--- src/hdl/ltd_pkg.sv ---
`timescale 1ns / 1ps
`default_nettype none

package ltd_pkg;

	localparam int CFG_IDX_W = 2;
	localparam int CFG_DATA_W = 24;

	typedef enum logic [CFG_IDX_W-1:0] {
		REG_MIN_FRAME_LENGTH = 2'd0,
		REG_MAX_FRAME_LENGTH = 2'd1
	} cfg_reg_t;

	localparam logic [CFG_DATA_W-1:0] MIN_FRAME_LENGTH_RST = 24'd2;
	localparam logic [CFG_DATA_W-1:0] MAX_FRAME_LENGTH_RST = 24'd65536;

	typedef enum logic [3:0] {
		PH_LENGTH  = 4'b0001,
		PH_TYPE    = 4'b0010,
		PH_PAYLOAD = 4'b0100,
		PH_HALT    = 4'b1000
	} phase_t;

endpackage

`default_nettype wire

--- src/hdl/ltd_ifs.sv ---
`timescale 1ns / 1ps
`default_nettype none

interface ltd_in_if;
	logic       valid;
	logic       ready;
	logic [7:0] stream_byte;

	modport source (output valid, output stream_byte, input ready);
	modport sink (input valid, input stream_byte, output ready);
endinterface

interface ltd_out_if;
	logic        valid;
	logic        ready;
	logic [7:0]  payload_byte;
	logic [15:0] frame_type;
	logic        last_of_frame;
	logic        empty_frame;
	logic        length_error;

	modport source (output valid, output payload_byte, output frame_type,
		output last_of_frame, output empty_frame, output length_error, input ready);
	modport sink (input valid, input payload_byte, input frame_type,
		input last_of_frame, input empty_frame, input length_error, output ready);
endinterface

interface ltd_cfg_if;
	logic                             valid;
	logic                             ready;
	logic [ltd_pkg::CFG_IDX_W-1:0]  index;
	logic [ltd_pkg::CFG_DATA_W-1:0] data;

	modport source (output valid, output index, output data, input ready);
	modport sink (input valid, input index, input data, output ready);
endinterface

`default_nettype wire

--- src/hdl/length_type_deframer.sv ---
// Channel  Dir  Contents
// rx       in   stream_byte, one stream byte per beat
// tx       out  payload_byte, frame_type, last_of_frame, empty_frame, length_error
// cfg      in   index, data; write to min or max frame length
//
// A new byte is accepted every clock unless a pending result holds rx.
// Results sit in a single output register, and rx stays ready while that
// register is empty or being drained in the same cycle, so a stall on tx
// holds rx only while a result is pending. The cfg port is always ready.
// Reset clears the phase and counters and restores the default bounds; after
// a length error the block drops every byte until reset.
`timescale 1ns / 1ps
`default_nettype none

module length_type_deframer #(
	parameter int LEN_FIELD_BYTES  = 4,
	parameter int TYPE_FIELD_BYTES = 2,
	parameter int COUNT_BITS       = 24
) (
	input  wire logic  clk,
	input  wire logic  arst_n,
	ltd_in_if.sink     rx,
	ltd_out_if.source  tx,
	ltd_cfg_if.sink    cfg
);

	localparam int LEN_W   = 8 * LEN_FIELD_BYTES;
	localparam int HDR_MAX = (LEN_FIELD_BYTES > TYPE_FIELD_BYTES) ?
		LEN_FIELD_BYTES : TYPE_FIELD_BYTES;
	localparam int CNT_W   = $clog2(HDR_MAX + 1);
	localparam logic [CNT_W-1:0] LEN_LAST  = CNT_W'(LEN_FIELD_BYTES - 1);
	localparam logic [CNT_W-1:0] TYPE_LAST = CNT_W'(TYPE_FIELD_BYTES - 1);
	localparam logic [33:0] PAY_LIMIT =
		(34'd1 << COUNT_BITS) - 34'd1 + 34'(TYPE_FIELD_BYTES);
	localparam int CFG_W_MIN = ltd_pkg::CFG_DATA_W;

	ltd_pkg::phase_t phase_q;
	logic [CNT_W-1:0] hdr_cnt_q;
	logic [LEN_W-1:0] len_q;
	logic [15:0] type_q;
	logic [COUNT_BITS-1:0] pay_rem_q;
	logic [CFG_W_MIN-1:0] min_len_q;
	logic [CFG_W_MIN-1:0] max_len_q;

	logic out_valid_q;
	logic [7:0] out_byte_q;
	logic [15:0] out_type_q;
	logic out_last_q;
	logic out_empty_q;
	logic out_err_q;

	logic in_fire;
	logic [LEN_W-1:0] len_next;
	logic [31:0] len32;
	logic [15:0] type_next;
	logic len_bad;
	logic [COUNT_BITS-1:0] pay_init;

	assign cfg.ready = 1'b1;
	assign rx.ready  = !out_valid_q || tx.ready;
	assign in_fire   = rx.valid && rx.ready;

	assign len_next  = LEN_W'({len_q, rx.stream_byte});
	assign len32     = 32'(len_next);
	assign type_next = {type_q[7:0], rx.stream_byte};
	assign pay_init  = COUNT_BITS'(len32 - 32'(TYPE_FIELD_BYTES));
	assign len_bad   = (len32 < 32'(min_len_q)) || (len32 > 32'(max_len_q)) ||
		(len32 < 32'(TYPE_FIELD_BYTES)) || ({2'b00, len32} > PAY_LIMIT);

	always_ff @(posedge clk or negedge arst_n) begin
		if (!arst_n) begin
			min_len_q <= ltd_pkg::MIN_FRAME_LENGTH_RST;
			max_len_q <= ltd_pkg::MAX_FRAME_LENGTH_RST;
		end else if (cfg.valid && cfg.ready) begin
			case (cfg.index)
				ltd_pkg::REG_MIN_FRAME_LENGTH: min_len_q <= cfg.data;
				ltd_pkg::REG_MAX_FRAME_LENGTH: max_len_q <= cfg.data;
				default: ;
			endcase
		end
	end

	always_ff @(posedge clk or negedge arst_n) begin
		if (!arst_n) begin
			phase_q     <= ltd_pkg::PH_LENGTH;
			hdr_cnt_q   <= '0;
			len_q       <= '0;
			type_q      <= '0;
			pay_rem_q   <= '0;
			out_valid_q <= 1'b0;
			out_byte_q  <= '0;
			out_type_q  <= '0;
			out_last_q  <= 1'b0;
			out_empty_q <= 1'b0;
			out_err_q   <= 1'b0;
		end else begin
			if (tx.ready) begin
				out_valid_q <= 1'b0;
			end
			if (in_fire) begin
				case (phase_q)
					ltd_pkg::PH_LENGTH: begin
						len_q <= len_next;
						if (hdr_cnt_q != LEN_LAST) begin
							hdr_cnt_q <= hdr_cnt_q + 1'b1;
						end else begin
							hdr_cnt_q <= '0;
							if (len_bad) begin
								phase_q     <= ltd_pkg::PH_HALT;
								out_valid_q <= 1'b1;
								out_byte_q  <= '0;
								out_type_q  <= '0;
								out_last_q  <= 1'b0;
								out_empty_q <= 1'b0;
								out_err_q   <= 1'b1;
							end else begin
								pay_rem_q <= pay_init;
								type_q    <= '0;
								phase_q   <= ltd_pkg::PH_TYPE;
							end
						end
					end
					ltd_pkg::PH_TYPE: begin
						type_q <= type_next;
						if (hdr_cnt_q != TYPE_LAST) begin
							hdr_cnt_q <= hdr_cnt_q + 1'b1;
						end else begin
							hdr_cnt_q <= '0;
							if (pay_rem_q == '0) begin
								phase_q     <= ltd_pkg::PH_LENGTH;
								len_q       <= '0;
								out_valid_q <= 1'b1;
								out_byte_q  <= '0;
								out_type_q  <= type_next;
								out_last_q  <= 1'b1;
								out_empty_q <= 1'b1;
								out_err_q   <= 1'b0;
							end else begin
								phase_q <= ltd_pkg::PH_PAYLOAD;
							end
						end
					end
					ltd_pkg::PH_PAYLOAD: begin
						out_valid_q <= 1'b1;
						out_byte_q  <= rx.stream_byte;
						out_type_q  <= type_q;
						out_empty_q <= 1'b0;
						out_err_q   <= 1'b0;
						if (pay_rem_q <= COUNT_BITS'(1)) begin
							out_last_q <= 1'b1;
							pay_rem_q  <= '0;
							len_q      <= '0;
							phase_q    <= ltd_pkg::PH_LENGTH;
						end else begin
							out_last_q <= 1'b0;
							pay_rem_q  <= pay_rem_q - 1'b1;
						end
					end
					default: ;
				endcase
			end
		end
	end

	assign tx.valid         = out_valid_q;
	assign tx.payload_byte  = out_byte_q;
	assign tx.frame_type    = out_type_q;
	assign tx.last_of_frame = out_last_q;
	assign tx.empty_frame   = out_empty_q;
	assign tx.length_error  = out_err_q;

	a_halt_sticks: assert property (@(posedge clk) disable iff (!arst_n)
		phase_q == ltd_pkg::PH_HALT |=> phase_q == ltd_pkg::PH_HALT)
		else $error("Deframer left the halt phase without reset.");

	a_err_halts: assert property (@(posedge clk) disable iff (!arst_n)
		out_valid_q && out_err_q |-> phase_q == ltd_pkg::PH_HALT)
		else $error("Error result pending while not halted.");

	a_payload_count: assert property (@(posedge clk) disable iff (!arst_n)
		phase_q == ltd_pkg::PH_PAYLOAD |-> pay_rem_q != '0)
		else $error("Payload phase with no bytes remaining.");

	a_len_count: assert property (@(posedge clk) disable iff (!arst_n)
		phase_q == ltd_pkg::PH_LENGTH |-> hdr_cnt_q <= LEN_LAST)
		else $error("Length byte count out of range.");

	a_no_loss: assert property (@(posedge clk) disable iff (!arst_n)
		out_valid_q && !tx.ready |=> out_valid_q && !$past(in_fire))
		else $error("Pending result overwritten during a stall.");

endmodule

`default_nettype wire

--- src/flat_wrapper.sv ---
// flat-port wrapper written by rule: the top's interface ports become plain ports
module length_type_deframer_flat 
#(
	parameter int LEN_FIELD_BYTES  = 4,
	parameter int TYPE_FIELD_BYTES = 2,
	parameter int COUNT_BITS       = 24
)
  (clk, arst_n, rx_valid, rx_stream_byte, rx_ready, tx_valid, tx_payload_byte, tx_frame_type, tx_last_of_frame, tx_empty_frame, tx_length_error, tx_ready, cfg_valid, cfg_index, cfg_data, cfg_ready);
  ltd_in_if rx_i ();
  ltd_out_if tx_i ();
  ltd_cfg_if cfg_i ();
  input  wire logic clk;
  input  wire logic arst_n;
  input wire logic [$bits(rx_i.valid)-1:0] rx_valid;
  input wire logic [$bits(rx_i.stream_byte)-1:0] rx_stream_byte;
  output wire logic [$bits(rx_i.ready)-1:0] rx_ready;
  output wire logic [$bits(tx_i.valid)-1:0] tx_valid;
  output wire logic [$bits(tx_i.payload_byte)-1:0] tx_payload_byte;
  output wire logic [$bits(tx_i.frame_type)-1:0] tx_frame_type;
  output wire logic [$bits(tx_i.last_of_frame)-1:0] tx_last_of_frame;
  output wire logic [$bits(tx_i.empty_frame)-1:0] tx_empty_frame;
  output wire logic [$bits(tx_i.length_error)-1:0] tx_length_error;
  input wire logic [$bits(tx_i.ready)-1:0] tx_ready;
  input wire logic [$bits(cfg_i.valid)-1:0] cfg_valid;
  input wire logic [$bits(cfg_i.index)-1:0] cfg_index;
  input wire logic [$bits(cfg_i.data)-1:0] cfg_data;
  output wire logic [$bits(cfg_i.ready)-1:0] cfg_ready;
  assign rx_i.valid = rx_valid;
  assign rx_i.stream_byte = rx_stream_byte;
  assign rx_ready = rx_i.ready;
  assign tx_valid = tx_i.valid;
  assign tx_payload_byte = tx_i.payload_byte;
  assign tx_frame_type = tx_i.frame_type;
  assign tx_last_of_frame = tx_i.last_of_frame;
  assign tx_empty_frame = tx_i.empty_frame;
  assign tx_length_error = tx_i.length_error;
  assign tx_i.ready = tx_ready;
  assign cfg_i.valid = cfg_valid;
  assign cfg_i.index = cfg_index;
  assign cfg_i.data = cfg_data;
  assign cfg_ready = cfg_i.ready;
  length_type_deframer #(.LEN_FIELD_BYTES(LEN_FIELD_BYTES), .TYPE_FIELD_BYTES(TYPE_FIELD_BYTES), .COUNT_BITS(COUNT_BITS)) u_core (.clk(clk), .arst_n(arst_n), .rx(rx_i), .tx(tx_i), .cfg(cfg_i));
endmodule
--- config.mk ---
export PLATFORM = sky130hd
export DESIGN_NAME = length_type_deframer_flat
export DESIGN_NICKNAME = d
export VERILOG_FILES = /design/src/hdl/ltd_pkg.sv /design/src/hdl/ltd_ifs.sv /design/src/hdl/length_type_deframer.sv /design/src/flat_wrapper.sv
export SDC_FILE = /design/constraint.sdc
export NUM_CORES = 1
export LEC_CHECK = 0
export ABC_AREA = 1
export BUFFER_PORTS_ARGS = -buffer_cell sky130_fd_sc_hd__buf_2
export CAP_MARGIN = 20
export CORE_MARGIN = 1
export CORE_UTILIZATION = 50
export DETAILED_ROUTE_END_ITERATION = 6
export GPL_ROUTABILITY_DRIVEN = 0
export PLACE_DENSITY = 0.68
export SETUP_SLACK_MARGIN = 0.3
export SYNTH_ARGS = -nofsm -noshare
export SYNTH_HDL_FRONTEND = slang
export SYNTH_SLANG_ARGS = --single-unit
export TNS_END_PERCENT = 20
--- constraint.sdc ---
create_clock -name clk -period 2.6 [get_ports clk]
set_input_delay 0 -clock clk [delete_from_list [all_inputs] [get_ports clk]]
set_output_delay 0 -clock clk [all_outputs]
set_load 0.1 [all_outputs]
After elaboration in Yosys (flattened, before gate mapping) --
Cells that the tools add are included.
Cells by class: $add $sub $neg 3, magnitude comparators 5, eq/ne operators 12, muxes and demuxes 49, reduce and logical (&&, ||, !) cells 19
Operator list (number):
- 24-bit two-way mux | 6
- 16-bit two-way mux | 6
- 24-bit one-hot mux with 3 select lines | 1
- 16-bit one-hot mux with 3 select lines | 1
- 24-bit one-hot mux with 2 select lines | 1
- 32-bit by 24-bit > comparator with 1-bit output | 1
- 32-bit by 25-bit > comparator with 1-bit output (second input constant) | 1
- 32-bit by 2-bit < comparator with 1-bit output (second input constant) | 1
- 32-bit by 24-bit < comparator with 1-bit output | 1
- 8-bit two-way mux | 4
- 16-bit one-hot mux with 2 select lines | 1
- 24-bit by 1-bit <= comparator with 1-bit output (second input constant) | 1
- 24-bit logical NOT | 1
- 8-bit one-hot mux with 3 select lines | 1
- 24-bit by 1-bit subtractor with 24-bit output (second input constant) | 1
- 24-bit by 2-bit subtractor with 24-bit output (second input constant) | 1
- 4-bit two-way mux | 4
- 1-bit two-way mux | 15
- 1-bit one-hot mux with 3 select lines | 4
- 4-bit one-hot mux with 3 select lines | 1
- 5-bit AND reduction | 2
- 3-bit two-way mux | 3
- 4-bit AND reduction | 2
- 2-bit by 1-bit != test with 1-bit output (second input constant) | 3
- other kinds (17) | 25
Storage, ports and cells: register bits after elaboration 147, output and inout bits 30, word-level logic and storage cells 101

Longest topological paths before layout --
Gate-level depths: netlist of run 1.
word-level depth 8, gate-level depth with buffers 19

Worst setup path after synthesis of run 1 --
No wires, ideal clock.
kind flip-flop to flip-flop, start register u_core.out_valid_q (netlist: u_core.tx.valid), end register u_core.out_type_q[0] (netlist: u_core.tx.frame_type[0]), arrival time 2.612 ns, required time 2.478 ns, setup slack -0.134 ns, stages on the path, launching flop included 12, buffers on the path 1, period minus slack after synthesis 2.734 ns, cells stage by stage dfrtp_1 -> inv_1 -> nor2_1 -> inv_1 -> nand2_1 -> inv_1 -> o21ai_2 -> nor3_4 -> nand3_4 -> buf_2 -> nand2_1 -> nand2_1
Between the ends: cells in the longest elaborated chain, start to end 4
RTL lines:
- start, declared | line length_type_deframer.sv:45 | logic out_valid_q;
- start signal, assigned | line length_type_deframer.sv:90 | out_valid_q <= 1'b0;
- start signal, assigned | line length_type_deframer.sv:98 | out_valid_q <= 1'b0;
- start signal, assigned | line length_type_deframer.sv:110 | out_valid_q <= 1'b1;
- 1-bit logical NOT | line length_type_deframer.sv:60 | assign rx.ready = !out_valid_q || tx.ready;
- 1-bit logical OR | line length_type_deframer.sv:60
- net rx_ready | line flat_wrapper.sv:16 | output wire logic [$bits(rx_i.ready)-1:0] rx_ready;
- 1-bit logical AND | line length_type_deframer.sv:61 | assign in_fire = rx.valid && rx.ready;
- 6-bit AND reduction (no source line)
- end signal, assigned | line length_type_deframer.sv:134 | out_type_q <= type_next;
- end signal, assigned | line length_type_deframer.sv:146 | out_type_q <= type_q;
- end, declared | line length_type_deframer.sv:47 | logic [15:0] out_type_q;
The timed path passes the listed nets, and every way through them passes these cells. A chain may end at the register's enable or synchronous reset.

Worst setup path after layout of run 1 --
start register u_core.len_q[15], end register u_core.pay_rem_q[6]
Between the ends: cells in the longest elaborated chain, start to end 6, elaborated cells on any way between the ends 9, those cells by class order compare: 4; eq/ne: 1; reduce/logical: 4
RTL lines:
- start, declared | line length_type_deframer.sv:39 | logic [LEN_W-1:0] len_q;
- start signal, assigned | line length_type_deframer.sv:103 | len_q <= len_next;
- 32-bit by 24-bit < comparator with 1-bit output or 32-bit by 24-bit > comparator with 1-bit output (tied branches) | line length_type_deframer.sv:67 | assign len_bad = (len32 < 32'(min_len_q)) || (len32 > 32'(max_len_q)) ||
- 1-bit logical OR (2 in a row) | line length_type_deframer.sv:67
- 1-bit logical OR * | line length_type_deframer.sv:68 | (len32 < 32'(TYPE_FIELD_BYTES)) || ({2'b00, len32} > PAY_LIMIT);
- 2-bit != test (no source line) *
- 4-bit AND reduction (no source line) *
- end signal, assigned | line length_type_deframer.sv:117 | pay_rem_q <= pay_init;
- end signal, assigned | line length_type_deframer.sv:156 | pay_rem_q <= pay_rem_q - 1'b1;
- end, declared | line length_type_deframer.sv:41 | logic [COUNT_BITS-1:0] pay_rem_q;
Mark *: on every way between the ends. The rest lies on a longest branch, timed or not.

==> metrics, run 1 <==
r2r startpoint u_core.len_q[15]$_DFFE_PN0P_; Slew Viols, Final 0; worst-skew pair later-pin latency 0.44 ns; fmax 427 MHz; nets@finish around 1400; Synth Flop Type dfrtp_1; Worst Setup SP u_core.len_q[15]$_DFFE_PN0P_; Max-Cap Viols 0; Critical Setup Path Class register to register; post-layout min period approximately 2.3 ns; PwrDens 1030 nW/um2; Yosys top cell area share 40.0%; row count 48; final std cells w/o fill 1523; cts bufs inserted 17; antenna violations before repair 0; chip width 136 um; commonest non-fill, non-tap cell in the layout nand2_1; RSZ-0062 raised after global routing true; setup violators final 0; P_leak 5.85 nW; Slowest-stage cell, CP dfrtp_2; Routed WL per cell ~16 um; Starting Density 51.6%; DRT antenna net count 0; first-pass GRT wire length 36900 um; vias in the first global route 7560; average size of a mapped cell approximately 7.8 um2; Clock Skews about 0.014 ns; CTS clk-pin slew, worst paths around 0.07 ns; Synth Register Bits 147; vias per inst 5.40; # DRC 0; Ys Warns 0; Flop pwr share 28.0%; RR Endpoint u_core.pay_rem_q[6]$_DFFE_PN0P_; Worst setup SP type register; Synth area leaders dfrtp_1 (40%), nand2_1 (13%), ha_1 (7.6%); critical path capture point u_core.pay_rem_q[6]$_DFFE_PN0P_; CP Data Required Time a little under 3 ns; FF-to-FF setup slack 0.26 ns; status complete, no violations; cell mode on critical path nand2_1; deepest clock path buffer count 2; switching power 5.07 mW; Synth Cell Area 9010 um2; IO Count 69; area leader, netlist dfrtp_1; DP HPWL 15100 um; CTS tree done; Port Buffer Count 67; asr flop ratio synth 100%; Post-Route WL about 24000 um; Max stage delay on crit path 0.46 ns; placed insts 1426; Hold Crit Class input pin to async pin; First-pass DRT Iterations 5; Core Area around 17000 um2; Worst Reg2Reg Path Length in Cells 12; logic gate share of total power about half; worst path cell trace ha_4 > nand2_1 > inv_2 > nand3_4 > nor3_4 > nand4_1 > nand2_4 > nand4_4 > nand2_8 > clkbuf_16 > nand3_2 > nand2_1; CP Data Arrival Time around 2.7 ns; GRT Util Overall between 20 and 30%; CTS Sinks 147; Area Growth Syn to Fin 25.0%; CTS H-tree depth 4; Synth cell types 46; root buffer cell clkbuf_16; Internal roughly 6.6 mW; Slew HR 41.0%; number of stages on the worst setup path 12; Crit path max-delay family simple AND/OR/NAND/NOR gates; setup TNS 0 ns; total die area 18600 um2; Worst-Margin Slew 0.885 ns; Worst Path Buf+Inv 2; worst-path fanout max 7; DR iter-0 viols 736; Synthesized Nets between 1000 and 1500; layout cells sized above 1 21.7%; Cells after Synth 1155; switching share of power 43.5%; Hold Violations, Final 0; Vias 8226; number of flops mapped to enable cells by yosys 0; chip height approximately 140 um; grt total ovfl 0; most frequent cells in the layout nand2_1 (288), inv_1 (156), dfrtp_1 (134), o21ai_0 (101), buf_2 (66); ant diodes 0; peak supply drop 0.560 mV; fin crit share between 80% and 90%; Clk pwr share 23.0%; register area share after synthesis between 40 and 50%; CP endpoint kind register; pin count of the biggest net entering global routing 59
-- power groups by stage --
stage	Clock [mW]	Combinational [mW]	Sequential [mW]
floorplan	0	3.69	3.25
global placement	0	4.87	3.26
detailed placement	0	4.91	3.27
CTS	2.70	5.07	3.24
global route	2.80	6.41	3.31
finish	2.68	5.71	3.26
-- synthesized netlist by cell type, types with 15 or more instances --
master and number:
a21oi_1 27, clkbuf_1 21, dfrtp_1 144, ha_1 55
inv_1 162, inv_2 15, nand2_1 301, nand3_1 52
nand3_2 20, nand4_1 46, nor2_1 56, nor3_1 20
o21ai_0 104, o21ai_2 17, xor2_1 23
-- per-layer routing --
metal | routed length (um) | up-vias | track usage [%] | part of all wire (%)
met2 | 11700 | 209 | 41.8 | 49
met1 | 10700 | 3939 | 33.3 | 45
met4 | 634 | 0 | 10.7 | 2.7
li1 | - | 4028 | - | -
met5 | 0 | - | 0 | 0
met3 | 889 | 50 | 4.18 | 3.7
-- registers in the layout, summed over array words and instances (netlist names) --
register                 cells
u_core.min_len_q            24
u_core.phase_q               4
u_core.type_q               16
u_core.max_len_q            24
u_core.tx.length_error       1
u_core.hdr_cnt_q             3
u_core.tx.empty_frame        1
u_core.tx.frame_type        16
u_core.tx.valid              1
u_core.tx.payload_byte       8
u_core.len_q                24
u_core.pay_rem_q            24
u_core.tx.last_of_frame      1
-- final cells by class --
| class | instances | area (um2) |
|---|---|---|
| Clock buffer | 19 | 433 |
| Clock inverter | 13 | 199 |
| Fill cell | 1450 | 6210 |
| Inverter | 178 | 674 |
| Multi-Input combinational cell | 790 | 4760 |
| Sequential cell | 147 | 3700 |
| Tap cell | 225 | 282 |
| Timing Repair Buffer | 151 | 1220 |
-- logic make-up (layout without fill, tap and decap cells) --
group                    after synthesis  count (layout)  share of synthesized area, %
adder cells (fa/ha/maj)               55              55                          7.64
buffers and inverters                224             361                          10.1
AND/OR/NAND/NOR                      525             531                          27.7
other                                  1               1                        0.0416
XOR/XNOR                              28              28                          2.72
AO/OA/AOI/OAI                        175             175                          11.0
flip-flops                           147             147                          40.9
-- worst reg2reg max path, delay by kind of cell (launching register included) --
family,cells,cell delay [ns]
DFF,1,0.46
buffers and inverters,2,0.28
and+or+nand+nor,9,1.25
adders and majority gates,1,0.29
-- worst min-delay path by stage --
stage	slack (ns)	cells after the start	from	endpoint
finish	0.08	2	arst_n	u_core.tx.frame_type[1]$_DFFE_PN0P_
global route	0.14	2	arst_n	u_core.tx.frame_type[1]$_DFFE_PN0P_
CTS	0.07	5	rx_valid	u_core.hdr_cnt_q[2]$_DFFE_PN0P_
detailed placement	-0.02	1	arst_n	u_core.tx.frame_type[1]$_DFFE_PN0P_
global placement	-0.01	1	arst_n	u_core.tx.payload_byte[5]$_DFFE_PN0P_
floorplan	-0.30	0	arst_n	u_core.hdr_cnt_q[0]$_DFFE_PN0P_
-- stage by stage --
step / setup slack, ns / utilization [%] / power, mW / hold WS (ns) / cell area, um2
floorplan: 0.307 / - / 6.94 / -0.296 / 9020
global placement: 0.151 / 55.1 / 8.13 / -0.0138 / 9630
detailed placement: 0.147 / 55.1 / 8.19 / -0.0189 / 9630
CTS: 0.241 / 60.9 / 11.0 / 0.0739 / 10600
global route: 0.169 / 64.5 / 12.5 / 0.135 / 11300
finish: 0.260 / 64.5 / 11.7 / 0.0759 / 11300
-- timing repair --
| item | 4_1_cts | 5_1_grt |
|---|---|---|
| gates cloned | 1 | 11 |
| gates resized for setup | 8 | 64 |
| hold buffers | 34 | 0 |
| pin swaps | 4 | 24 |
| buffers inserted | 1 | 18 |
| setup endpoints to repair | 82 | 96 |
| endpoints found under the hold margin | 172 | 0 |
(Power assumes the default switching activity.)
==> inputs of run 2 (changes only) <==
ABC_AREA = default   (was 1)
PLACE_DENSITY = 0.69   (was 0.68)
==> run 2 against run 1 <==
  * The flow now finishes with violations (setup timing)
  * Global-route usage rose by 2.5 points
  * First-iteration DRC count fell by 18%
  * Non-clock buffer count rose by 71
  * Power fell by 48%
  * Clock-buffer cell count did not move
  * Hold slack got worse by 0.040 ns
  * Maximum frequency fell by 17%
  * Setup slack got worse by 0.46 ns
  * Largest power group is now clock
==> metrics, run 2 <==
status complete, but fails checks; failing checks setup timing; Flop pwr share 41.8% (+14 points); IO Count 69 (unchanged); Crit path max-delay family compound AO/OA/AOI/OAI gates; deepest clock path buffer count 2 (unchanged); chip height 130 um (-4.3%); ant diodes 0 (unchanged); Internal 4.36 mW (-34%); Critical Setup Path Class register to register; fmax 357 MHz (-17%); fin util 68.8% (+4.4 points); Worst Path Buf+Inv 2 (unchanged); first-pass GRT wire length 36500 um (-1.2%); # DRC 0 (unchanged); Worst-Margin Slew 0.711 ns (-0.174 ns); Slowest-stage cell, CP or4_4; commonest non-fill, non-tap cell in the layout nand2_1; setup ws final -0.203 ns (-0.464 ns); Slew Viols, Final 0 (unchanged); Hold Violations, Final 0 (unchanged); layout cells sized above 1 28.8% (+7.1 points); Hold Crit Class input pin to register; most frequent cells in the layout nand2_1 (149), dfrtp_1 (141), buf_4 (106), buf_2 (66); Routed WL per cell 17.3 um (+10%); grt total ovfl 0 (unchanged); First-pass DRT Iterations 6 (+1); CTS tree done; Synthesized Nets 1004 (-20%); CTS clk-pin slew, worst paths 0.06 ns (about the same); Vias 7606 (-7.5%); Synth area leaders dfrtp_1 (44%), ha_1 (8.3%), nand2_1 (6.8%); area leader, netlist dfrtp_1; DRT antenna net count 0 (unchanged); most common library cells after synthesis nand2_1 (150), dfrtp_1 (144), o21ai_0 (84), nor2_1 (66), inv_1 (63); count leader, synth nand2_1; worst-path fanout max 5 (-2); fin crit share 108% (+18 points); CP Data Arrival Time 3.12 ns (+0.42 ns); Tot Pwr 6.04 mW (-48%); switching power 1.69 mW (-67%); switching share of power 27.9% (-16 points); nets@finish 1202 (-13%); GRT Util Overall 28.0% (+2.5 points); worst-skew pair later-pin latency 0.44 ns (about the same); peak supply drop 0.449 mV (-20%); vias per inst 5.69 (+5.3%); Yosys top cell area share 43.7% (+3.7 points); Post-Route WL 23200 um (-3.1%); CP Data Required Time 2.92 ns (-0.04 ns); average size of a mapped cell 9.07 um2 (+16%); antenna violations before repair 0 (unchanged); pin count of the biggest net entering global routing 75 (+27%); Slew HR 52.6% (+12 points); pre-CTS WS -0.197 ns (-0.344 ns); row count 46 (-4.2%); number of flops mapped to enable cells by yosys 0 (unchanged); cts bufs inserted 17 (unchanged); Finished Cell Area 11000 um2 (-2.2%); asr flop ratio synth 100% (unchanged); Core Area 16000 um2 (-8.4%); Clock Skews 0.00843 ns (-0.00583 ns); DR iter-0 viols 607 (-18%); CTS H-tree depth 4 (unchanged); Clk pwr share 42.7% (+20 points); Synth cell types 66 (+43%); root buffer cell clkbuf_16; Starting Density 51.6% (about the same); CTS Sinks 147 (unchanged); PwrDens 549 nW/um2 (-47%); Port Buffer Count 67 (unchanged); post-layout min period 2.80 ns (+0.464 ns); logic gate share of total power 15.4% (-34 points); Synth Flop Type dfrtp_1; Cells after Synth 910 (-21%); Max stage delay on crit path 0.60 ns (+0.14 ns); CP endpoint kind register; cell mode on critical path a211oi_2; DP HPWL 15400 um (+2.2%); Synth Cell Area 8250 um2 (-8.5%); P_leak 5.30 nW (-9.5%); total die area 17000 um2 (-8.3%); Ys Warns 0 (unchanged); setup violators final 81 (+81); vias in the first global route 7265 (-3.9%); Max-Cap Viols 0 (unchanged); register area share after synthesis 44.6% (+3.8 points); RSZ-0062 raised after global routing true; worst path cell trace ha_4 > nand4_1 > or4_4 > o22ai_2 > a211oi_2 > a211oi_2 > buf_4 > a21oi_4 > buf_6 > a221o_1; Synth Register Bits 147 (unchanged); Worst setup SP type register; Area Growth Syn to Fin 33.5%; setup TNS -6.01 ns (-6.01 ns); chip width 130 um (-4.3%); Placement Cell Area 9630 um2 (about the same)
-- run 2: cell types whose count changed in the layout (fill, tap and decap cells not counted), moves of 19 or more --
cell	before	now
mux2_2	0	27
inv_1	156	63
nand2_1	288	149
o21ai_1	7	34
buf_4	36	106
nand3_2	25	0
o21ai_0	101	40
inv_2	19	0
a22oi_1	0	21
nand4_1	46	4
-- run 2: what timing repair did --
item                                    4_1_cts  5_1_grt
resized for setup                            27       64
cloned                                        2        4
endpoints found under the hold margin       125        0
setup buffers                                 5        5
hold buffers                                 31        0
pin swaps                                    10       24
endpoints found under the setup margin       96       96
-- run 2: worst min-delay path, delay by kind of cell --
family | cells | cell delay [ns]
AND/OR/NAND/NOR | 1 | 0.05
buffers and inverters | 2 | 0.33
AO/OA/AOI/OAI | 1 | 0.05
-- run 2: area by class of cell --
cell class                      count  area (um2)
Clock buffer                       19         443
Clock inverter                     13         173
Fill cell                        1277        4990
Inverter                           63         236
Multi-Input combinational cell    657        4450
Sequential cell                   147        3690
Tap cell                          216         270
Timing Repair Buffer              222        1760
-- run 2: cells by family after synthesis --
kind of cell | synth area share [%]
AND/OR/NAND/NOR | 18.6
AO/OA/AOI/OAI | 17.2
flip-flops | 44.6
buffers and inverters | 5.28
adder cells (fa/ha/maj) | 8.34
multiplexers | 3.81
XOR/XNOR | 2.12
other | 0.0455
-- run 2: worst paths after layout --
| path | from | endpoint | slack [ns] | depth (start not counted) |
|---|---|---|---|---|
| min in group asynchronous | arst_n | u_core.pay_rem_q[9]$_DFFE_PN0P_ | 0.13 | 2 |
| max reg2reg | u_core.len_q[9]$_DFFE_PN0P_ | u_core.pay_rem_q[11]$_DFFE_PN0P_ | -0.20 | 10 |
| max in group asynchronous | arst_n | u_core.max_len_q[16]$_DFFE_PN1P_ | 1.64 | 3 |
| max | u_core.len_q[9]$_DFFE_PN0P_ | u_core.pay_rem_q[11]$_DFFE_PN0P_ | -0.20 | 10 |
| min reg2reg | u_core.len_q[20]$_DFFE_PN0P_ | u_core.len_q[20]$_DFFE_PN0P_ | 0.48 | 2 |
| min | rx_stream_byte[6] | u_core.type_q[6]$_DFFE_PN0P_ | 0.04 | 4 |
-- run 2: power groups by stage --
stage	sequential (mW)	combinational, mW	clock, mW
2_1_floorplan	2.70	0.390	0
3_3_place_gp	2.56	0.821	0
3_5_place_dp	2.57	0.842	0
4_1_cts	2.53	0.900	2.60
5_1_grt	2.55	1.03	2.70
6_report	2.53	0.933	2.58
-- run 2: through the flow --
step,hold slack [ns],std cells
6_report,0.0358,1337
5_1_grt,0.0375,1337
4_1_cts,0.0374,1328
3_5_place_dp,0.0673,1258
3_3_place_gp,0.0749,1258
2_1_floorplan,-0.296,910
-- run 2: layer usage --
metal  wire length (um)  track usage (%)  share of wire, %  up-vias
li1                   -                -                 -     3604
met1              10700             39.3                46     3707
met2              10800             44.0                46      244
met3               1210             5.37               5.2       51
met4                470             8.86               2.0        0
met5                  0                0                 0        -
==> inputs of run 3 (changes only) <==
CORE_UTILIZATION = 25   (was 50)
PLACE_DENSITY = default   (was 0.69)
==> run 3 against run 2 <==
  * Cell count is 17% higher
  * Power is 2.3% lower
  * The run still ends with setup timing left
  * Via count is 1.7% lower
  * Utilization is 34 points lower
  * Clock-buffer cell count is 2 lower
  * Combinational power hardly changed
  * Routed wire length is 3.6% higher
  * Largest power group is now sequential cells
==> metrics, run 3 (synthesis gave the netlist of run 2 again) <==
Internal 4.09 mW (-6.0%); CTS clk-pin slew, worst paths 0.07 ns (about the same); Finished Cell Area 11200 um2 (+1.6%); Worst Reg2Reg Path Length in Cells 9 (-1); Slew HR 55.6% (+3.0 points); Placement Cell Area 9980 um2 (+3.7%); Area Growth Syn to Fin 35.7%; CTS tree done; DR iter-0 viols 529 (-13%); ant diodes 0 (unchanged); P_leak 5.27 nW (-0.62%); Crit path max-delay family compound AO/OA/AOI/OAI gates; Vias 7480 (-1.7%); setup ws final -0.186 ns (+0.0178 ns); fmax 359 MHz (+0.64%); CP endpoint kind register; commonest non-fill, non-tap cell in the layout nand2_1; worst-skew pair later-pin latency 0.43 ns (about the same); Starting Density 25.4% (-26 points); Hold Crit Class input pin to register; WHS 0.0288 ns (-0.00703 ns); Slew Viols, Final 0 (unchanged); # DRC 0 (unchanged); nets@finish 1203 (+0.083%); row count 66 (+43%); Min-Delay Path Depth 4 (unchanged); Worst Path Buf+Inv 1 (-1); setup violators final 88 (+8.6%); PwrDens 527 nW/um2 (-3.9%); GRT Util Overall 14.7% (-13 points); switching share of power 30.7% (+2.7 points); Flop pwr share 42.7% (+0.9 points); RSZ-0062 raised after global routing true; worst-path fanout max 41 (+36); layout cells sized above 1 28.4% (-0.38 points); Port Buffer Count 67 (unchanged); chip width 184 um (+41%); First-pass DRT Iterations 5 (-1); CTS H-tree depth 4 (unchanged); status complete, but fails checks; Worst setup SP type register; total die area 33700 um2 (+98%); Max stage delay on crit path 0.58 ns (-0.02 ns); number of stages on the worst setup path 9 (-1); worst path cell trace ha_1 > nand4_1 > or4_4 > o22ai_1 > a211oi_2 > a211oi_2 > a21oi_2 > buf_12 > a221o_1; Worst-Margin Slew 0.667 ns (-0.0445 ns); switching power 1.81 mW (+7.3%); fin crit share 107% (-0.68 points); deepest clock path buffer count 2 (unchanged); Post-Route WL 24000 um (+3.6%); Hold Violations, Final 0 (unchanged); Clk pwr share 41.5% (-1.2 points); Max-Cap Viols 0 (unchanged); Routed WL per cell 15.4 um (-11%); setup TNS -6.62 ns (-0.610 ns); first-pass GRT wire length 39000 um (+6.7%); grt total ovfl 0 (unchanged); vias in the first global route 7328 (+0.87%); cell mode on critical path a211oi_2; root buffer cell clkbuf_16; chip height 184 um (+41%); pin count of the biggest net entering global routing 68 (-9.3%); antenna violations before repair 0 (unchanged); Tot Pwr 5.91 mW (-2.3%); post-layout min period 2.79 ns (-0.0178 ns); cts bufs inserted 17 (unchanged); Clock Skews 0.0136 ns (+0.00519 ns); IO Count 69 (unchanged); failing checks setup timing; Critical Setup Path Class register to register; CP Data Required Time 2.91 ns (about the same); vias per inst 4.78 (-16%); logic gate share of total power 15.7% (+0.3 points); peak supply drop 0.438 mV (-2.4%); DP HPWL 16800 um (+9.2%); most frequent cells in the layout nand2_1 (148), dfrtp_1 (141), buf_4 (112), o21ai_0 (73), buf_2 (66); CP Data Arrival Time 3.10 ns (-0.02 ns); Slowest-stage cell, CP or4_4; CTS Sinks 147 (unchanged); Core Area 32500 um2 (+100%); FF-to-FF setup slack -0.19 ns (+0.02 ns); DRT antenna net count 0 (unchanged)
[run 3: changes by cell type in the layout (fill, tap and decap cells not counted), sizes merged]
cell / delta
buf: +3
clkbuf: -4
dlygate4sd3: +1
inv: +5
o21ai: -1
bufinv: -3
[run 3: what timing repair did]
action                                 in CTS  in global routing
gates cloned                                2                  0
gates resized for setup                    27                 17
setup endpoints to repair                  96                 96
pin swaps                                  13                  6
hold buffers                               32                  0
endpoints found under the hold margin     119                  0
buffers inserted                            6                  2
[run 3: tightest hold or removal path, delay by kind of cell]
family	cells	cell delay, ns
simple gates	2	0.13
buf+inv	2	0.29
[run 3: metal layers]
metal | global-route usage (%) | up-vias | routed length (um)
met1 | 20.0 | 3673 | 11500
met2 | 23.6 | 164 | 11100
met4 | 4.83 | 0 | 566
met3 | 2.34 | 42 | 845
li1 | - | 3601 | -
met5 | 0 | - | 0
[run 3: metrics by stage]
stage | cells | utilization, % | setup WS [ns]
2_1_floorplan | 910 | - | -0.0102
6_report | 1564 | 34.4 | -0.186
5_1_grt | 1564 | 34.4 | -0.291
3_5_place_dp | 1490 | 30.7 | -0.224
3_3_place_gp | 1490 | 30.7 | -0.227
4_1_cts | 1562 | 34.1 | -0.127
[run 3: power by group through the flow]
stage | Clock, mW | Sequential, mW | Combinational, mW
final | 2.45 | 2.52 | 0.930
after global routing | 2.60 | 2.54 | 1.03
after CTS | 2.51 | 2.52 | 0.929
after detailed placement | 0 | 2.57 | 0.864
after global placement | 0 | 2.56 | 0.846
after floorplan | 0 | 2.70 | 0.390
[run 3: cell type report]
| type | count | area, um2 |
|---|---|---|
| multi-input cells | 656 | 4360 |
| repair buffers | 224 | 1770 |
| well taps | 442 | 553 |
| fillers | 3343 | 21300 |
| flip-flops and latches | 147 | 3690 |
| inverters | 63 | 236 |
| clock buffers | 17 | 425 |
| clock inverters | 15 | 163 |
[run 3: path summary, 6_finish.rpt]
kind                                         startpoint                                   to
max in group asynchronous                        arst_n     u_core.min_len_q[13]$_DFFE_PN0P_
min reg2reg                u_core.len_q[20]$_DFFE_PN0P_         u_core.len_q[20]$_DFFE_PN0P_
max reg2reg                u_core.len_q[10]$_DFFE_PN0P_     u_core.pay_rem_q[11]$_DFFE_PN0P_
min in group asynchronous                        arst_n  u_core.tx.frame_type[5]$_DFFE_PN0P_
min                                   rx_stream_byte[2]          u_core.len_q[2]$_DFFE_PN0P_
max                        u_core.len_q[10]$_DFFE_PN0P_     u_core.pay_rem_q[11]$_DFFE_PN0P_
